$ cat src/rtl/bba_pkg.sv
package bba_pkg;

	localparam int POS_W      = 11;
	localparam int IDX_W      = 10;
	localparam int WORD_BITS  = 64;
	localparam int BIT_W      = 6;
	localparam int WIDX_W     = POS_W - BIT_W;

	localparam logic [1:0] FUNC_FIND = 2'd0;
	localparam logic [1:0] FUNC_SET  = 2'd1;
	localparam logic [1:0] FUNC_TEST = 2'd2;

	localparam logic [POS_W-1:0] BITS_IN_USE_RST = 11'd1024;

	typedef struct packed {
		logic [1:0]       func;
		logic [POS_W-1:0] position;
		logic             status;
	} req_t;

	typedef struct packed {
		logic             error;
		logic             found;
		logic [IDX_W-1:0] found_index;
		logic             is_free;
	} rsp_t;

	typedef enum logic [1:0] {
		EK_DONE,
		EK_FIND,
		EK_RMW
	} eval_kind_t;

	typedef enum logic [2:0] {
		ST_CLEAR,
		ST_IDLE,
		ST_EVAL,
		ST_SCAN,
		ST_MODIFY,
		ST_RESULT
	} ctl_state_t;

	typedef struct packed {
		logic clear;
		logic accept;
		logic eval;
		logic scan;
		logic modify;
		logic load_out;
	} cmd_t;

	typedef struct packed {
		logic       clear_done;
		eval_kind_t kind;
		logic       scan_done;
		logic       out_busy;
	} sts_t;

endpackage

$ cat src/rtl/bba_ram.sv
module bba_ram import bba_pkg::*; #(
	parameter int WIDTH = 64,
	parameter int DEPTH = 16,
	localparam int AW = (DEPTH > 1) ? $clog2(DEPTH) : 1
) (
	input  logic             clk,
	input  logic             we,
	input  logic [AW-1:0]    waddr,
	input  logic [WIDTH-1:0] wdata,
	input  logic [AW-1:0]    raddr,
	output logic [WIDTH-1:0] rdata
);

	logic [WIDTH-1:0] mem_q [DEPTH];
	logic [WIDTH-1:0] rdata_q;

	always_ff @(posedge clk) begin
		if (we) begin
			mem_q[waddr] <= wdata;
		end
		rdata_q <= mem_q[raddr];
	end

	assign rdata = rdata_q;

endmodule

$ cat src/rtl/bba_ctl.sv
module bba_ctl import bba_pkg::*; (
	input  logic clk,
	input  logic arst_n,
	input  logic req_valid,
	output logic req_stall,
	input  sts_t sts,
	output cmd_t cmd
);

	ctl_state_t state_q, state_d;

	always_ff @(posedge clk or negedge arst_n) begin
		if (!arst_n) begin
			state_q <= ST_CLEAR;
		end else begin
			state_q <= state_d;
		end
	end

	always_comb begin
		state_d = state_q;
		case (state_q)
			ST_CLEAR: begin
				if (sts.clear_done) state_d = ST_IDLE;
			end
			ST_IDLE: begin
				if (req_valid) state_d = ST_EVAL;
			end
			ST_EVAL: begin
				case (sts.kind)
					EK_FIND: state_d = ST_SCAN;
					EK_RMW:  state_d = ST_MODIFY;
					default: state_d = ST_RESULT;
				endcase
			end
			ST_SCAN: begin
				if (sts.scan_done) state_d = ST_RESULT;
			end
			ST_MODIFY: begin
				state_d = ST_RESULT;
			end
			ST_RESULT: begin
				if (!sts.out_busy) state_d = ST_IDLE;
			end
			default: begin
				state_d = ST_IDLE;
			end
		endcase
	end

	always_comb begin
		cmd = '0;
		req_stall = 1'b1;
		case (state_q)
			ST_CLEAR:  cmd.clear = 1'b1;
			ST_IDLE: begin
				req_stall = 1'b0;
				cmd.accept = req_valid;
			end
			ST_EVAL:   cmd.eval = 1'b1;
			ST_SCAN:   cmd.scan = 1'b1;
			ST_MODIFY: cmd.modify = 1'b1;
			ST_RESULT: cmd.load_out = !sts.out_busy;
			default:   cmd = '0;
		endcase
	end

endmodule

$ cat src/rtl/bba_dp.sv
module bba_dp import bba_pkg::*; #(
	parameter int MAX_BITS = 1024
) (
	input  logic             clk,
	input  logic             arst_n,
	input  cmd_t             cmd,
	output sts_t             sts,
	input  req_t             req,
	input  logic             cfg_wr_en,
	input  logic [POS_W-1:0] cfg_wr_data,
	output logic             rsp_valid,
	input  logic             rsp_stall,
	output rsp_t             rsp
);

	localparam int WORD_COUNT = (MAX_BITS + WORD_BITS - 1) / WORD_BITS;
	localparam int WA = (WORD_COUNT > 1) ? $clog2(WORD_COUNT) : 1;
	localparam logic [31:0] MAXB = 32'(MAX_BITS);
	localparam logic [WA-1:0] LAST_WORD = WA'(WORD_COUNT - 1);

	logic [POS_W-1:0]     bits_q;
	logic [WA-1:0]        clr_cnt_q;
	req_t                 req_q;
	logic [WIDX_W-1:0]    chk_q;
	rsp_t                 res_q;
	rsp_t                 out_q;
	logic                 out_valid_q;

	logic [POS_W-1:0]     n;
	logic [POS_W-1:0]     n_m1;
	logic [WIDX_W-1:0]    last_word;
	logic [BIT_W-1:0]     last_bit;
	logic [WIDX_W-1:0]    pos_word;
	logic [BIT_W-1:0]     pos_bit;
	eval_kind_t           kind;
	logic                 imm_err;

	logic                 ram_we;
	logic [WA-1:0]        ram_waddr;
	logic [WORD_BITS-1:0] ram_wdata;
	logic [WA-1:0]        ram_raddr;
	logic [WORD_BITS-1:0] ram_rdata;

	logic [WORD_BITS-1:0] lo_mask;
	logic [WORD_BITS-1:0] hi_mask;
	logic [WORD_BITS-1:0] match;
	logic                 hit;
	logic [BIT_W-1:0]     enc;
	logic [POS_W-1:0]     hit_idx;
	logic [WORD_BITS-1:0] bit_mask;

	assign n = ({21'd0, bits_q} > MAXB) ? MAXB[POS_W-1:0] : bits_q;
	assign n_m1 = n - 11'd1;
	assign last_word = n_m1[POS_W-1:BIT_W];
	assign last_bit = n_m1[BIT_W-1:0];
	assign pos_word = req_q.position[POS_W-1:BIT_W];
	assign pos_bit = req_q.position[BIT_W-1:0];

	always_comb begin
		kind = EK_DONE;
		imm_err = 1'b0;
		case (req_q.func)
			FUNC_FIND: begin
				if (req_q.position > n) imm_err = 1'b1;
				else if (req_q.position != n) kind = EK_FIND;
			end
			FUNC_SET, FUNC_TEST: begin
				if (req_q.position >= n) imm_err = 1'b1;
				else kind = EK_RMW;
			end
			default: imm_err = 1'b1;
		endcase
	end

	// find: mask off bits below the start and at or past the end
	always_comb begin
		lo_mask = (chk_q == pos_word) ? ({WORD_BITS{1'b1}} << pos_bit) : {WORD_BITS{1'b1}};
		hi_mask = (chk_q == last_word) ? ({WORD_BITS{1'b1}} >> (6'd63 - last_bit))
			: {WORD_BITS{1'b1}};
		match = (req_q.status ? ram_rdata : ~ram_rdata) & lo_mask & hi_mask;
		hit = |match;
	end

	always_comb begin
		enc = '0;
		for (int i = WORD_BITS - 1; i >= 0; i--) begin
			if (match[i]) enc = BIT_W'(i);
		end
	end

	assign hit_idx = {chk_q, enc};
	assign bit_mask = {{(WORD_BITS-1){1'b0}}, 1'b1} << pos_bit;

	always_comb begin
		ram_we = 1'b0;
		ram_waddr = WA'(pos_word);
		ram_wdata = (ram_rdata & ~bit_mask) | (req_q.status ? bit_mask : '0);
		if (cmd.clear) begin
			ram_we = 1'b1;
			ram_waddr = clr_cnt_q;
			ram_wdata = '0;
		end else if (cmd.modify && req_q.func == FUNC_SET) begin
			ram_we = 1'b1;
		end
		ram_raddr = cmd.scan ? WA'(chk_q + 5'd1) : WA'(pos_word);
	end

	bba_ram #(
		.WIDTH(WORD_BITS),
		.DEPTH(WORD_COUNT)
	) u_ram (
		.clk   (clk),
		.we    (ram_we),
		.waddr (ram_waddr),
		.wdata (ram_wdata),
		.raddr (ram_raddr),
		.rdata (ram_rdata)
	);

	always_ff @(posedge clk or negedge arst_n) begin
		if (!arst_n) begin
			bits_q <= BITS_IN_USE_RST;
			clr_cnt_q <= '0;
			out_valid_q <= 1'b0;
		end else begin
			if (cfg_wr_en) bits_q <= cfg_wr_data;
			if (cmd.clear) clr_cnt_q <= clr_cnt_q + WA'(1);
			if (cmd.load_out) out_valid_q <= 1'b1;
			else if (!rsp_stall) out_valid_q <= 1'b0;
		end
	end

	always_ff @(posedge clk) begin
		if (cmd.accept) req_q <= req;
		if (cmd.eval) begin
			chk_q <= pos_word;
			res_q <= '{error: imm_err, found: 1'b0, found_index: '0, is_free: 1'b0};
		end
		if (cmd.scan) begin
			chk_q <= chk_q + 5'd1;
			res_q <= '{error: 1'b0, found: hit,
				found_index: hit ? hit_idx[IDX_W-1:0] : '0, is_free: 1'b0};
		end
		if (cmd.modify) begin
			res_q <= '{error: 1'b0, found: 1'b0, found_index: '0,
				is_free: (req_q.func == FUNC_TEST) ? ~ram_rdata[pos_bit] : 1'b0};
		end
		if (cmd.load_out) out_q <= res_q;
	end

	assign sts.clear_done = (clr_cnt_q == LAST_WORD);
	assign sts.kind = kind;
	assign sts.scan_done = hit || (chk_q == last_word);
	assign sts.out_busy = out_valid_q && rsp_stall;

	assign rsp_valid = out_valid_q;
	assign rsp = out_q;

endmodule

$ cat src/rtl/block_bitmap_allocator.sv
// Block allocation bitmap of MAX_BITS bits held in a RAM of 64-bit words. After reset
// a clearing pass writes zero to one word per cycle over all ceil(MAX_BITS/64) words
// (16 at the default), during which no request word is taken; bits_in_use may be written
// at any idle time. Each request gives exactly one response word. An out-of-range or
// unused operation goes straight from evaluation to the response, set and test do one RAM
// read, then write-back or check, and find scans bitmap words from the start word on,
// at most 16 words for 1024 bits in use: the scan reads one word per cycle from the
// single RAM read port and runs it through a 64-bit priority encoder. A new request is
// taken once the previous response has been placed in the output register.
module block_bitmap_allocator import bba_pkg::*; #(
	parameter int MAX_BITS = 1024
) (
	input  logic             clk,
	input  logic             arst_n,
	input  logic             req_valid,
	output logic             req_stall,
	input  req_t             req,
	output logic             rsp_valid,
	input  logic             rsp_stall,
	output rsp_t             rsp,
	input  logic             cfg_wr_en,
	input  logic [POS_W-1:0] cfg_wr_data
);

	cmd_t cmd;
	sts_t sts;

	bba_ctl u_ctl (
		.clk       (clk),
		.arst_n    (arst_n),
		.req_valid (req_valid),
		.req_stall (req_stall),
		.sts       (sts),
		.cmd       (cmd)
	);

	bba_dp #(
		.MAX_BITS(MAX_BITS)
	) u_dp (
		.clk         (clk),
		.arst_n      (arst_n),
		.cmd         (cmd),
		.sts         (sts),
		.req         (req),
		.cfg_wr_en   (cfg_wr_en),
		.cfg_wr_data (cfg_wr_data),
		.rsp_valid   (rsp_valid),
		.rsp_stall   (rsp_stall),
		.rsp         (rsp)
	);

	a_load_free: assert property (@(posedge clk) disable iff (!arst_n)
		cmd.load_out |-> !(rsp_valid && rsp_stall))
		else $error("response loaded over a pending word");

	a_accept_eval: assert property (@(posedge clk) disable iff (!arst_n)
		(req_valid && !req_stall) |=> cmd.eval)
		else $error("accepted word not evaluated");

	a_cmd_excl: assert property (@(posedge clk) disable iff (!arst_n)
		$onehot0({cmd.clear, cmd.accept, cmd.eval, cmd.scan, cmd.modify, cmd.load_out}))
		else $error("conflicting datapath commands");

	a_no_accept_clear: assert property (@(posedge clk) disable iff (!arst_n)
		cmd.clear |-> req_stall)
		else $error("request taken during clearing pass");

endmodule
$ cat config.mk
export PLATFORM = sky130hd
export DESIGN_NAME = block_bitmap_allocator
export DESIGN_NICKNAME = d
export VERILOG_FILES = /design/src/rtl/bba_pkg.sv /design/src/rtl/bba_ram.sv /design/src/rtl/bba_ctl.sv /design/src/rtl/bba_dp.sv /design/src/rtl/block_bitmap_allocator.sv
export SDC_FILE = /design/constraint.sdc
export NUM_CORES = 2
export LEC_CHECK = 0
export ABC_AREA = 0
export BUFFER_PORTS_ARGS = -buffer_cell sky130_fd_sc_hd__buf_2
export CAP_MARGIN = 20
export CELL_PAD_IN_SITES_DETAIL_PLACEMENT = 0
export CELL_PAD_IN_SITES_GLOBAL_PLACEMENT = 1
export CORE_MARGIN = 2
export CORE_UTILIZATION = 35
export DETAILED_ROUTE_END_ITERATION = 10
export PLACE_DENSITY = 0.57
export SKIP_CTS_REPAIR_TIMING = 1
export SKIP_LAST_GASP = 1
export SLEW_MARGIN = 0
export SYNTH_ARGS = -nofsm -noshare
export SYNTH_HDL_FRONTEND = slang
export SYNTH_SLANG_ARGS = --single-unit
export TNS_END_PERCENT = 30
$ cat constraint.sdc
create_clock -name clk -period 9.5 [get_ports clk]
set_input_delay 2.85 -clock clk [delete_from_list [all_inputs] [get_ports clk]]
set_output_delay 2.85 -clock clk [all_outputs]
set_load 0.005 [all_outputs]
# Word-level counts from Yosys, hierarchy flattened
# Memory sizes are Yosys's and may differ from the RTL's. A register that Yosys moved wholly into a read port is not among the register bits.
# Cells that the tools add are included.
dict set report op_classes {
  addsub 4
  order_cmp 4
  eq_ne 18
  shifts 3
  n_mux 107
  n_bitwise 7
  n_reduce_logical 12
}
# op count
set ops {}
lappend ops {{two-way mux 6 bit} 64}
lappend ops {{two-way mux 64 bit} 5}
lappend ops {{bitwise AND 64 bit} 3}
lappend ops {{inverter 64 bit} 2}
lappend ops {{bitwise OR 64 bit} 1}
lappend ops {{OR reduction 64 bit} 1}
lappend ops {{left shift 1 x 6 -> 64 bit (first input constant)} 1}
lappend ops {{left shift 64 x 6 -> 64 bit (first input constant)} 1}
lappend ops {{right shift 64 x 6 -> 64 bit (first input constant)} 1}
lappend ops {{two-way mux 12 bit} 2}
lappend ops {{two-way mux 1 bit} 19}
lappend ops {{one-hot mux 3 bit (6 select lines)} 1}
lappend ops {{two-way mux 3 bit} 4}
lappend ops {{>= comparator 11 bit} 1}
lappend ops {{greater-than comparator 11 bit} 1}
lappend ops {{greater-than comparator 11 bit (second input constant)} 1}
lappend ops {{two-way mux 11 bit} 1}
lappend ops {{inequality test 11 bit} 1}
lappend ops {{subtractor 11 x 1 -> 11 bit (second input constant)} 1}
lappend ops {{== test 5 bit} 2}
lappend ops {{two-way mux 10 bit} 1}
lappend ops {{two-way mux 5 bit} 2}
lappend ops {{two-way mux 4 bit} 2}
lappend ops {{inequality test 2 bit (second input constant)} 4}
lappend ops {{26 further kinds} 33}
dict set report totals {
  regBits 64
  ramBits 1024
  inputBits 30
  output_inout_bits 15
  mem_count 1
}
# name words word_bits read_ports rd_ports_with_merged_regs wr line_no
set mem_list {}
lappend mem_list {u_dp.u_ram.mem_q 16 64 1 1 1 bba_ram.sv:14} ;# logic [WIDTH-1:0] mem_q [DEPTH];

# Depth between registers and ports, before layout
dict set report logic_depth {
  word_depth 74
  depth_mapped 21
  mapped_depth_nobuf 15
}

# By module
# Synthesis repeated with hierarchy kept, for this count alone.
dict set report hier_totals {
  hier_cells 2957
  hier_area_um2 49202.2
}
# mod instances cells_per_inst area_per_inst_um2 seq_area_each_um2
set modules_own_cells {}
lappend modules_own_cells {bba_ram 1 1647 39581.7 32030.7}
lappend modules_own_cells {bba_dp 1 1279 9377.7 1632.8}
lappend modules_own_cells {bba_ctl 1 31 242.7 75.1}

# Least setup slack after synthesis
# OpenSTA, ideal clock, no wires.
dict set report synth_path {
  kind {reg2reg}
  start {reg u_dp.bits_q[10]}
  end {reg u_dp.res_q[3] (netlist bit)}
  arrival_ns 4.589
  t_required_ns 9.383
  slack_ns 4.794
  path_stages_with_launch 18
  n_path_buf 4
  period_less_slack_ns 4.706
  cell_sequence {dfstp_2 clkbuf_1 clkbuf_1 clkinv_1 nand2_1 ha_1 clkbuf_1 clkbuf_1 nand2_1 o32ai_1 o211ai_1 o41ai_1 nand3_1 or4_4 nor4_4 nor2_2 o211a_1 a22o_1}
}
dict set report synth_between {
  elab_chain_len 73
}
# element line_no
set synth_lines {}
lappend synth_lines {{from (decl)} bba_dp.sv:21} ;# logic [POS_W-1:0] bits_q;
lappend synth_lines {{from (signal assigned)} bba_dp.sv:126} ;# if (cfg_wr_en) bits_q <= cfg_wr_data;
lappend synth_lines {{greater-than comparator 11 bit} bba_dp.sv:52} ;# assign n = ({21'd0, bits_q} > MAXB) ? MAXB[POS_W-1:0] : bits_q;
lappend synth_lines {{two-way mux 11 bit *} bba_dp.sv:52}
lappend synth_lines {{subtractor 11 x 1 -> 11 bit *} bba_dp.sv:53} ;# assign n_m1 = n - 11'd1;
lappend synth_lines {{subtractor 6 bit} bba_dp.sv:78} ;# hi_mask = (chk_q == last_word) ? ({WORD_BITS{1'b1}} >> (6'd63 - last_bit))
lappend synth_lines {{right shift 64 x 6 -> 64 bit} bba_dp.sv:78}
lappend synth_lines {{two-way mux 64 bit *} bba_dp.sv:78}
lappend synth_lines {{bitwise AND 64 bit *} bba_dp.sv:80} ;# match = (req_q.status ? ram_rdata : ~ram_rdata) & lo_mask & hi_mask;
lappend synth_lines {{two-way mux 6 bit (64 in a row)} bba_dp.sv:87} ;# if (match[i]) enc = BIT_W'(i);
lappend synth_lines {{two-way mux 10 bit *} bba_dp.sv:142} ;# found_index: hit ? hit_idx[IDX_W-1:0] : '0, is_free: 1'b0};
lappend synth_lines {{two-way mux 12 bit *} bba_dp.sv:139} ;# if (cmd.scan) begin
lappend synth_lines {{to (signal assigned)} bba_dp.sv:137} ;# res_q <= '{error: imm_err, found: 1'b0, found_index: '0, is_free: 1'b0};
lappend synth_lines {{to (signal assigned)} bba_dp.sv:141} ;# res_q <= '{error: 1'b0, found: hit,
lappend synth_lines {{to (signal assigned)} bba_dp.sv:145} ;# res_q <= '{error: 1'b0, found: 1'b0, found_index: '0,
lappend synth_lines {{to (decl)} bba_dp.sv:25} ;# rsp_t res_q;
# Mark *: on every way between the ends. The rest lies on a longest branch, timed or not.
# A chain may end at the register's enable or synchronous reset.

# Worst setup path after layout
dict set report layout_path {
  start {reg u_dp.bits_q[10]}
  end {reg u_dp.res_q[2] (netlist bit)}
}
# Same word-level chain as after synthesis.

==> impl_metrics.json <==
{
  "cp.required_ns": 10.11,
  "initial_core_util_pct": 35.3,
  "synthTopCellsByCount": "1157 x nand2_1, 1057 x edfxtp_1, 312 x nand3_1",
  "grt_overflow": 0,
  "yosys_warnings": 0,
  "hp-class": "reg2reg",
  "layout_min_cycle_time_ns": 6.19,
  "run_status": "finished, final reports clean",
  "clock_path_buffers": 3,
  "avgRoutedWirePerCell_um": 26.4,
  "worstMarginPinSlew_ns": 1.28,
  "holdPathStages": 0,
  "critPathLaunch": "u_dp.bits_q[10]",
  "drive_above_1_share_pct": 9.54,
  "max-vdd-ir-drop_uv": 181,
  "num_vias": 35400,
  "first_pass_iters": 6,
  "critical_path.max_stage_delay_ns": 0.79,
  "yosysUniqueCellTypes": 91,
  "fmax_mhz": 161,
  "post-place-ws_ns": 3.44,
  "antenna_found_initial": 3,
  "synth_edf_count": 1057,
  "crit-reg2reg-capture": "u_dp.res_q[2]",
  "num_rows": 139,
  "worst_slack_ns": 3.31,
  "globalplace.congestion": 0.980,
  "crit_path_max_fanout": 24,
  "syn_to_final_growth_pct": 12.9,
  "drc": 0,
  "rsz0062_at_grt": "false",
  "drtIter0Drc": 3295,
  "cts_max_level": 3,
  "yosysTopAreaCellShare_pct": 62.5,
  "setup_violations": 0,
  "use_met3_pct": 2.93,
  "synth.largest_area_cell": "edfxtp_1",
  "grt_pass1_wl_um": 242000,
  "min_to": "u_dp.rsp[0]",
  "critPathMostFrequentCell": "nand2_1",
  "critPathLaunchType": "flip-flop",
  "ys_async_sr_fraction_pct": 1.65,
  "finClkSkew_ns": 0.0283,
  "synthCells": 4363,
  "path_buf_inv": 1,
  "worst_ep_arrival_time_ns": 6.81,
  "antenna_left": 0,
  "synth.area.top_cells": "edfxtp_1 63%, nand2_1 8.6%, a311oi_1 3.4%",
  "slew-limit-headroom_pct": 14.4,
  "whs_ns": 0.420,
  "ys_seq_area_share_pct": 66.5,
  "hold_start": "u_dp.res_q[0]",
  "synthesis.area_um2": 50800,
  "path_clk_slew_ns": 0.06,
  "place_area_um2": 53100,
  "ys_ff_latch": 1152,
  "port_buffers": 44,
  "finalCritPeriodShare_pct": 65.2,
  "power_density_nw_per_um2": 331,
  "stdcell_area_um2": 57300,
  "cap_violations": 0,
  "pin_count": 45,
  "die_h_um": 385,
  "first_global_vias": 33700,
  "final_max_slew_viol_count": 0,
  "grt.busiest_layer": "met2",
  "global_route.usage.met1_pct": 31.8,
  "fin_setup_tns_ns": 0,
  "synth_most_common_cell": "nand2_1",
  "cts_made_buffers": 120,
  "reg2regPathDepth": 14,
  "avgSynthCellArea_um2": 11.6,
  "ys.flop_type": "edfxtp_1",
  "track_usage_pct": 22.2,
  "crit_slowest_cell": "dfstp_2",
  "grt_util_met2_pct": 34.9,
  "synth_nets": 4413,
  "place_hpwl_um": 92500,
  "hold_viol_final": 0,
  "path_delay_family": "compound AO/OA/AOI/OAI gates",
  "p_leak_uw": 0.0196,
  "finalNetCount": 4355,
  "vias_per_cell": 5.60,
  "end_kind": "flip-flop",
  "reg2reg_from": "u_dp.bits_q[10]",
  "fin_util_pct": 39.9,
  "cts-root-buf": "clkbuf_16",
  "fp.dieW_um": 385,
  "cts_tree": "yes",
  "path_class": "reg2reg",
  "cp_cell_sequence": "clkinv_1 > nand2_1 > ha_1 > nand2b_1 > o41ai_1 > xnor2_1 > o211a_1 > nand2_1 > a2111oi_1 > nand4_1 > nor4_4 > nor2_2 > a32oi_1 > o21ai_1",
  "clk_latency_ns": 0.76,
  "wirelength_um": 167000,
  "grt_max_degree": 156,
  "cts_sinks": 1152,
  "reg2reg_slack_ns": 3.31,
  "core_um2": 144000,
  "dieArea_um2": 148000
}
==> worst max path at each step <==
stage,slack (ns),endpoint,depth (start not counted)
2_1_floorplan,4.79,u_dp.res_q[3],17
3_3_place_gp,3.42,u_dp.res_q[2],14
3_5_place_dp,3.44,u_dp.res_q[2],14
4_1_cts,3.44,u_dp.res_q[2],14
5_1_grt,2.93,u_dp.res_q[1],14
6_report,3.31,u_dp.res_q[2],14
==> per-stage QoR <==
stage | total power [uW] | cells
finish | 19000 | 6317
global route | 19900 | 6315
CTS | 19000 | 6305
detailed placement | 14100 | 6076
global placement | 14100 | 6069
floorplan | 11500 | 4363
==> cell type report <==
cell class	instances	area, um^2
antenna	2	5.00
clock buffer	167	3410
clock inverter	62	706
fill	13700	86500
inverter	33	139
multi-input combinational	2850	15800
sequential	1152	33700
tap	1903	2380
timing repair buffer	148	1120
==> power breakdown <==
part	leakage, uW	switching, uW	internal [uW]
sequential	0.0105	485	7050
combinational	0.00713	4740	1810
clock	0.00203	1990	2880
==> cells in the final DEF, fill, tap and decap left out, drive strengths merged, types with 9 or more instances in the layout <==
cell,n
nand2,1157
edfxtp,1057
nand3,312
a311oi,199
a21oi,169
clkbuf,168
nor2,167
buf,147
and3,135
a31oi,95
o21ai,83
dfxtp,76
xnor2,58
mux2i,48
clkinv,47
nor3,38
inv,34
o31ai,33
nand2b,22
xor2,22
mux4,21
ha,20
dfrtp,18
nor4,18
o21a,15
a211oi,14
bufinv,14
nand4,13
nor2b,13
or3,12
or2,11
mux2,11
and2,11
o41ai,10
o22ai,9
==> sequential cells by signal, indices dropped and copies added, names as in the netlist <==
signal and flops:
u_dp.pos_word 5, u_dp.u_ram.rdata 64, u_dp.u_ram.mem_q 1024, u_dp.pos_bit 6
u_dp.rsp_valid 1, u_dp.chk_q 5, u_ctl.state_q 3, u_dp.res_q 13
u_dp.rsp 13, u_dp.req_q 3, u_dp.bits_q 11, u_dp.clr_cnt_q 4
==> logic make-up (layout without fill, tap and decap cells) <==
family                   after synthesis  in the layout  share of synthesized area, %
AND/OR/NAND/NOR                     1934           1934                          16.6
flip-flops                          1152           1152                          66.5
AO/OA/AOI/OAI                        736            736                          10.2
buffers and inverters                361            410                          2.73
XOR/XNOR                              80             80                          1.38
multiplexers                          80             80                          2.12
adder cells (fa/ha/maj)               20             20                         0.493
other                                  0              2                             0
==> per-layer routing <==
layer / up-vias / wire, um
li1: 16100 / -
met1: 18000 / 76200
met2: 1091 / 76800
met3: 258 / 8790
met4: 4 / 5210
met5: - / 26
Power figures use the tool's default switching activity.
